<file path="config.mk">
export PLATFORM = sky130hd
export DESIGN_NAME = quoted_token_splitter_top
export DESIGN_NICKNAME = d
export VERILOG_FILES = /design/src/rtl/qts_pkg.sv /design/src/rtl/qts_step.sv /design/src/rtl/quoted_token_splitter_top.sv
export VERILOG_INCLUDE_DIRS = /design/src /design/src/rtl
export SDC_FILE = /design/constraint.sdc
export NUM_CORES = 1
export LEC_CHECK = 0
export BUFFER_PORTS_ARGS = -buffer_cell sky130_fd_sc_hd__buf_4
export CAP_MARGIN = 20
export CORE_MARGIN = 2
export CORE_UTILIZATION = 54
export DETAILED_ROUTE_END_ITERATION = 10
export GPL_TIMING_DRIVEN = 0
export PLACE_DENSITY_LB_ADDON = 0.2
export SYNTH_ARGS = -nofsm -noshare
export SYNTH_HDL_FRONTEND = slang
export SYNTH_SLANG_ARGS = --single-unit
</file>
<file path="constraint.sdc">
create_clock -name clock -period 7.1 [get_ports clock]
set_clock_uncertainty 0.05 [all_clocks]
set_input_delay 1.065 -clock clock [delete_from_list [all_inputs] [get_ports clock]]
set_output_delay 1.065 -clock clock [all_outputs]
set_load 0.05 [all_outputs]
</file>
<file path="src/rtl/quoted_token_splitter_top_macros.svh">
// assertion macros for the quoted token splitter
`ifndef QUOTED_TOKEN_SPLITTER_TOP_MACROS_SVH
`define QUOTED_TOKEN_SPLITTER_TOP_MACROS_SVH

// same-cycle implication, checked outside reset
`define QTS_ASSERT_NOW(label, clk, rst, ante, cons, msg) \
   label: assert property (@(posedge clk) disable iff (rst) (ante) |-> (cons)) \
      else $error(msg);

// next-cycle implication, checked outside reset
`define QTS_ASSERT_NEXT(label, clk, rst, ante, cons, msg) \
   label: assert property (@(posedge clk) disable iff (rst) (ante) |=> (cons)) \
      else $error(msg);

`endif

</file>
<file path="src/rtl/qts_pkg.sv">
// types and constants shared by the quoted token splitter files
package qts_pkg;

   localparam int unsigned LINE_W = 20;
   localparam logic [LINE_W-1:0] LINE_MAX = {LINE_W{1'b1}};
   localparam logic [LINE_W-1:0] LINE_FIRST = LINE_W'(1);

   localparam logic [7:0] CH_SPACE     = 8'h20;
   localparam logic [7:0] CH_HASH      = 8'h23;
   localparam logic [7:0] CH_QUOTE     = 8'h22;
   localparam logic [7:0] CH_BACKSLASH = 8'h5c;
   localparam logic [7:0] CH_N         = 8'h6e;
   localparam logic [7:0] CH_LF        = 8'h0a;
   localparam logic [7:0] CH_CR        = 8'h0d;

   typedef enum logic [2:0] {
      MODE_BETWEEN = 3'd0,
      MODE_COMMENT = 3'd1,
      MODE_BARE    = 3'd2,
      MODE_QUOTED  = 3'd3,
      MODE_ESCAPE  = 3'd4
   } mode_type;

   typedef struct packed {
      mode_type          mode;
      logic [7:0]        held_char;
      logic              held_valid;
      logic [LINE_W-1:0] held_line;
      logic [LINE_W-1:0] line_counter;
      logic              after_cr;
   } parse_state_type;

   typedef struct packed {
      logic              valid;
      logic [7:0]        token_char;
      logic              last_in_token;
      logic [LINE_W-1:0] line_number;
   } token_out_type;

endpackage

</file>
<file path="src/rtl/qts_step.sv">
// next-state and result logic for one text byte of the token splitter
module qts_step (
   input  logic [7:0]               text_byte,
   input  logic                     end_of_text,
   input  qts_pkg::parse_state_type cur,
   output qts_pkg::parse_state_type nxt,
   output qts_pkg::token_out_type   res
);

   logic       eol;
   logic       do_add;
   logic       do_end;
   logic [7:0] add_ch;

   always_comb begin
      nxt    = cur;
      res    = '0;
      eol    = (text_byte == qts_pkg::CH_LF) || (text_byte == qts_pkg::CH_CR);
      do_add = 1'b0;
      do_end = 1'b0;
      add_ch = text_byte;

      if (end_of_text) begin
         do_end       = 1'b1;
         nxt.mode     = qts_pkg::MODE_BETWEEN;
         nxt.after_cr = 1'b0;
      end else if ((text_byte == qts_pkg::CH_LF) && cur.after_cr) begin
         // lf of a cr-lf pair: already counted
         nxt.after_cr = 1'b0;
      end else begin
         nxt.after_cr = (text_byte == qts_pkg::CH_CR);
         unique case (cur.mode)
            qts_pkg::MODE_COMMENT: begin
               if (eol) nxt.mode = qts_pkg::MODE_BETWEEN;
            end
            qts_pkg::MODE_BARE: begin
               if (eol || (text_byte == qts_pkg::CH_SPACE)) begin
                  do_end   = 1'b1;
                  nxt.mode = qts_pkg::MODE_BETWEEN;
               end else begin
                  do_add = 1'b1;
               end
            end
            qts_pkg::MODE_QUOTED: begin
               if (text_byte == qts_pkg::CH_BACKSLASH) begin
                  nxt.mode = qts_pkg::MODE_ESCAPE;
               end else if (text_byte == qts_pkg::CH_QUOTE) begin
                  do_end   = 1'b1;
                  nxt.mode = qts_pkg::MODE_BETWEEN;
               end else if (!eol) begin
                  do_add = 1'b1;
               end
            end
            qts_pkg::MODE_ESCAPE: begin
               nxt.mode = qts_pkg::MODE_QUOTED;
               do_add   = !eol;
               if (text_byte == qts_pkg::CH_N) add_ch = qts_pkg::CH_LF;
            end
            default: begin
               nxt.mode = qts_pkg::MODE_BETWEEN;
               if (!eol && (text_byte != qts_pkg::CH_SPACE)) begin
                  if (text_byte == qts_pkg::CH_HASH) begin
                     nxt.mode = qts_pkg::MODE_COMMENT;
                  end else if (text_byte == qts_pkg::CH_QUOTE) begin
                     nxt.mode = qts_pkg::MODE_QUOTED;
                  end else begin
                     nxt.mode = qts_pkg::MODE_BARE;
                     do_add   = 1'b1;
                  end
               end
            end
         endcase
         if (eol && (cur.line_counter != qts_pkg::LINE_MAX)) begin
            nxt.line_counter = cur.line_counter + qts_pkg::LINE_W'(1);
         end
      end

      // emit the held character, marked when the token closes
      if ((do_end || do_add) && cur.held_valid) begin
         res.valid         = 1'b1;
         res.token_char    = cur.held_char;
         res.last_in_token = do_end;
         res.line_number   = cur.held_line;
      end
      if (do_end) nxt.held_valid = 1'b0;
      if (do_add) begin
         nxt.held_char  = add_ch;
         nxt.held_line  = cur.line_counter;
         nxt.held_valid = 1'b1;
      end
   end

endmodule

</file>
<file path="src/rtl/quoted_token_splitter_top.sv">
// top level of the quoted token splitter
// Splits a byte stream into tokens and returns their characters one per
// item, each with the line it was read on and a mark on the last character
// of its token. Bare words end at a space or line end, '#' at a token start
// skips the rest of the line, double quotes enclose tokens that may hold
// spaces and span lines, and inside quotes a backslash turns 'n' into a
// newline and passes any other byte but a line end. A character leaves one
// input item late, since only the next byte tells whether it ends its
// token; an item with end_of_text set flushes it. The block takes one byte
// per cycle while the rsp side keeps up: an item is captured in the input
// register, parsed by one step of the parse state machine once the result
// register can take it, and written to the result register. Each item
// yields zero or one result; both registers advance together whenever the
// result register is empty or being drained, so a stalled rsp side backs
// up into req_ready only once both stages are full.
module quoted_token_splitter_top (
   input  logic        clock,
   input  logic        reset,
   input  logic        req_valid,
   output logic        req_ready,
   input  logic [7:0]  req_text_byte,
   input  logic        req_end_of_text,
   output logic        rsp_valid,
   input  logic        rsp_ready,
   output logic [7:0]  rsp_token_char,
   output logic        rsp_last_in_token,
   output logic [19:0] rsp_line_number
);

`include "quoted_token_splitter_top_macros.svh"

   // input register
   logic       in_valid_ff;
   logic       in_valid_in;
   logic [7:0] in_byte_ff;
   logic       in_eot_ff;

   // parse state and result register
   qts_pkg::parse_state_type state_ff;
   qts_pkg::parse_state_type state_in;
   qts_pkg::parse_state_type step_state;
   qts_pkg::token_out_type   step_res;
   qts_pkg::token_out_type   out_ff;
   qts_pkg::token_out_type   out_in;

   logic advance;

   // the parse step fires when a byte waits and the result slot can take it
   assign advance   = in_valid_ff && (!out_ff.valid || rsp_ready);
   assign req_ready = !in_valid_ff || advance;

   qts_step u_step (
      .text_byte   (in_byte_ff),
      .end_of_text (in_eot_ff),
      .cur         (state_ff),
      .nxt         (step_state),
      .res         (step_res)
   );

   always_comb begin
      in_valid_in = in_valid_ff;
      state_in    = state_ff;
      out_in      = out_ff;
      if (out_ff.valid && rsp_ready) out_in.valid = 1'b0;
      if (advance) begin
         in_valid_in = 1'b0;
         state_in    = step_state;
         // an item without a result leaves the slot as drained above
         if (step_res.valid) out_in = step_res;
      end
      if (req_valid && req_ready) in_valid_in = 1'b1;
   end

   always_ff @(posedge clock) begin
      if (reset) begin
         in_valid_ff           <= 1'b0;
         out_ff.valid          <= 1'b0;
         state_ff.mode         <= qts_pkg::MODE_BETWEEN;
         state_ff.held_char    <= 8'h00;
         state_ff.held_valid   <= 1'b0;
         state_ff.held_line    <= qts_pkg::LINE_FIRST;
         state_ff.line_counter <= qts_pkg::LINE_FIRST;
         state_ff.after_cr     <= 1'b0;
      end else begin
         in_valid_ff  <= in_valid_in;
         out_ff.valid <= out_in.valid;
         state_ff     <= state_in;
      end
      // result payload, no reset needed
      out_ff.token_char    <= out_in.token_char;
      out_ff.last_in_token <= out_in.last_in_token;
      out_ff.line_number   <= out_in.line_number;
   end

   // input payload register, no reset needed
   always_ff @(posedge clock) begin
      if (req_valid && req_ready) begin
         in_byte_ff <= req_text_byte;
         in_eot_ff  <= req_end_of_text;
      end
   end

   assign rsp_valid         = out_ff.valid;
   assign rsp_token_char    = out_ff.token_char;
   assign rsp_last_in_token = out_ff.last_in_token;
   assign rsp_line_number   = out_ff.line_number;

   // a closing mark always leaves no held character behind
   `QTS_ASSERT_NEXT(a_last_clears_held, clock, reset, advance && step_res.valid && step_res.last_in_token, !state_ff.held_valid, "held character survived token end")
   // a held character only exists inside a token
   `QTS_ASSERT_NOW(a_held_in_token, clock, reset, state_ff.held_valid, (state_ff.mode == qts_pkg::MODE_BARE) || (state_ff.mode == qts_pkg::MODE_QUOTED) || (state_ff.mode == qts_pkg::MODE_ESCAPE), "held character outside a token")
   // line numbers start at one and never wrap to zero
   `QTS_ASSERT_NOW(a_line_nonzero, clock, reset, 1'b1, state_ff.line_counter != '0, "line counter reached zero")
   // a waiting byte is kept until the parse step consumes it
   `QTS_ASSERT_NEXT(a_input_held, clock, reset, in_valid_ff && !advance, in_valid_ff && $stable(in_byte_ff) && $stable(in_eot_ff), "input register lost a byte")

endmodule

</file>
==> results.json <==
{
  "r2r_cells": 7,
  "start_kind": "register",
  "htree_levels": 3,
  "clk_pin_slew_ns": 0.10,
  "syn_inst": 435,
  "dp.cells": 580,
  "r2r-end": "rsp_line_number[9]$_SDFFCE_PN0P_",
  "fin_tns_setup_ns": 0,
  "place_congestion": 0.9076,
  "slew_violations": 0,
  "antenna_found_initial": 0,
  "routedWlPerCell_um": 13.87,
  "cap_violations": 0,
  "dp_hpwl_um": 6136,
  "core_um2": 7727,
  "synth.cell_area_um2": 4314,
  "synth-main-ff-cell": "dfxtp_1",
  "start_util": 0.5583,
  "port_buffers": 42,
  "vias": 3271,
  "tritoncts": "built",
  "hp-class": "reg -> reg",
  "die_area_um2": 8720,
  "ys_seq_area_frac": 0.5197,
  "layout.cells.non_filler": 596,
  "initialDrtViolationCount": 119,
  "stdcell_area_um2": 4992,
  "postCtsSetupRepairBufs": 0,
  "grt_pass1_wl_um": 14000,
  "crit_end": "rsp_line_number[9]$_SDFFCE_PN0P_",
  "criticalPathCategory": "reg -> reg",
  "rsz0062_at_grt": "false",
  "drive_gt1_frac": 0.1599,
  "track_usage": 0.2031,
  "ctsResizeCount": 0,
  "hold_viol_final": 0,
  "tightest_slew_ns": 0.9096,
  "outcome": "finished clean",
  "slew_headroom": 0.3895,
  "drt_pass1_iterations": 4,
  "wirelength_um": 8265,
  "setup_viol": 0,
  "min_period_ns": 3.082,
  "rows": 32,
  "grt_pass1_vias": 3031,
  "grt_remaining_overflow": 0,
  "crit_arrival_ns": 3.15,
  "io_pins": 44,
  "worst_slack_ns": 4.018,
  "finalPower_mw": 1.004,
  "cts.sinks": 93,
  "viasPerCell": 5.488,
  "synth-edff-count": 38,
  "fmax_mhz": 324.5,
  "dpl-instance-area_um2": 4776,
  "power_density_nw_per_um2": 201.2,
  "final.period_utilization": 0.4341,
  "required_ns": 7.17,
  "dieWidth_um": 93.38,
  "drc_errors": 0,
  "die_h_um": 93.38,
  "syn-num-nets": 449,
  "holdBufCountCts": 0,
  "ff2ff_setup_slack_ns": 4.02,
  "cts_buffer_depth": 2,
  "area_delta_synth_final_pct": 15.72,
  "yosysWarnings": 0,
  "synthDistinctLibCells": 52,
  "cts_root_buf": "clkbuf_8",
  "avgSynthCellArea_um2": 9.918,
  "crit-reg2reg-launch": "in_byte_ff[3]$_DFFE_PP_",
  "peakVddDrop_mv": 0.1178,
  "cp-end-kind": "register",
  "synth_seq_cells": 93,
  "numCtsBuffers": 9,
  "clock_latency_ns": 0.36,
  "p_leak_nw": 1.755,
  "cp_max_fo": 20,
  "fin_nets": 503,
  "grt_max_degree": 21,
  "crit_start": "in_byte_ff[3]$_DFFE_PP_",
  "diodes": 0,
  "pre_cts_slack_ns": 4.029,
  "synthArstFlopShare": 0,
  "antenna_left": 0
}
## power breakdown
part	switching [mW]	internal [mW]
combinational	0.0375	0.0259
clock	0.203	0.172
sequential	0.00633	0.559
total	0.247	0.757
## layer usage
metal / track usage / vias up / wire, um
li1: - / 1632 / -
met1: 0.2841 / 1500 / 4009
met2: 0.3088 / 114 / 3591
met3: 0.03143 / 25 / 410
met4: 0.09804 / 0 / 254
met5: 0 / - / 0
## cells by family (layout without fill, tap and decap cells)
group | after synthesis | count (layout) | share of synthesized area
XOR/XNOR | 16 | 16 | 0.03248
flip-flops | 93 | 93 | 0.5197
AO/OA/AOI/OAI | 65 | 65 | 0.09136
adder cells (fa/ha/maj) | 1 | 1 | 0.002900
buffers and inverters | 29 | 88 | 0.03393
AND/OR/NAND/NOR | 200 | 200 | 0.2477
multiplexers | 31 | 31 | 0.07193
## worst min path at each step
stage | start | end | slack [ns] | depth (start not counted)
after detailed placement | state_ff[29]$_SDFFE_PP0P_ | state_ff[29]$_SDFFE_PP0P_ | 0.42 | 2
after floorplan | state_ff[43]$_SDFFE_PP0P_ | state_ff[43]$_SDFFE_PP0P_ | 0.40 | 2
after global routing | state_ff[28]$_SDFFE_PP0P_ | state_ff[28]$_SDFFE_PP0P_ | 0.46 | 2
after CTS | state_ff[34]$_SDFFE_PP0P_ | state_ff[34]$_SDFFE_PP0P_ | 0.43 | 2
final | state_ff[31]$_SDFFE_PP0P_ | state_ff[31]$_SDFFE_PP0P_ | 0.43 | 2
after global placement | state_ff[46]$_SDFFE_PP0P_ | state_ff[46]$_SDFFE_PP0P_ | 0.41 | 2
## Yosys cell counts, types with 3 or more instances
| cell | instances | area [um2] |
|---|---|---|
| nand2b_1 | 56 | 350.3 |
| a21oi_1 | 36 | 180.2 |
| nor2b_1 | 4 | 25.02 |
| nor4bb_1 | 3 | 30.03 |
| nor3b_1 | 5 | 37.54 |
| mux2i_1 | 31 | 310.3 |
| nand2_1 | 46 | 172.7 |
| nand3_1 | 12 | 60.06 |
| xor2_1 | 7 | 61.31 |
| clkbuf_1 | 14 | 52.55 |
| inv_1 | 4 | 15.01 |
| nor3_1 | 10 | 50.05 |
| dfxtp_1 | 55 | 1101 |
| buf_2 | 6 | 30.03 |
| xnor2_1 | 9 | 78.83 |
| nand3b_1 | 3 | 22.52 |
| o211ai_1 | 4 | 30.03 |
| nor4_1 | 3 | 18.77 |
| nor2_1 | 37 | 138.9 |
| o21ai_0 | 8 | 40.04 |
| nand4_1 | 5 | 31.28 |
| edfxtp_1 | 38 | 1141 |
| buf_6 | 4 | 45.04 |
## layout by cell type (no fill, tap or decap), types with 12 or more instances in the layout
cell type,n
nand2b_1,56
dfxtp_1,55
nand2_1,46
buf_4,42
edfxtp_1,38
nor2_1,37
a21oi_1,35
mux2i_1,31
clkbuf_1,14
nand3_1,12
## state kept, by name (all words and copies together) (netlist names)
| register | cells |
|---|---|
| state_ff | 53 |
| rsp_line_number | 20 |
| in_byte_ff | 8 |
| rsp_token_char | 8 |
| in_eot_ff | 1 |
| in_valid_ff | 1 |
| rsp_last_in_token | 1 |
| rsp_valid | 1 |
## cell type report
| class | instances | area (um2) |
|---|---|---|
| inverter | 4 | 15.01 |
| timing repair buffer | 43 | 330.3 |
| clock buffer | 9 | 123.9 |
| fill | 626 | 2735 |
| sequential | 93 | 2242 |
| tap | 102 | 127.6 |
| multi-input combinational | 313 | 1929 |
| clock inverter | 7 | 92.59 |
| buffer | 25 | 131.4 |
## critical path: stages (launching register included)
cell	delay [ns]
edfxtp_1	0.51
and3b_1	0.24
o211ai_1	0.22
o21ai_0	0.13
a311oi_1	0.80
clkbuf_1	0.40
a21oi_2	0.25
buf_8	0.23
## metrics by stage
stage / hold WS [ns] / util
final: 0.4271 / 0.6460
after global routing: 0.4565 / 0.6460
after CTS: 0.4292 / 0.6460
after detailed placement: 0.4156 / 0.6180
after global placement: 0.4084 / 0.6156
after floorplan: 0.3987 / -
(Power assumes the default switching activity.)
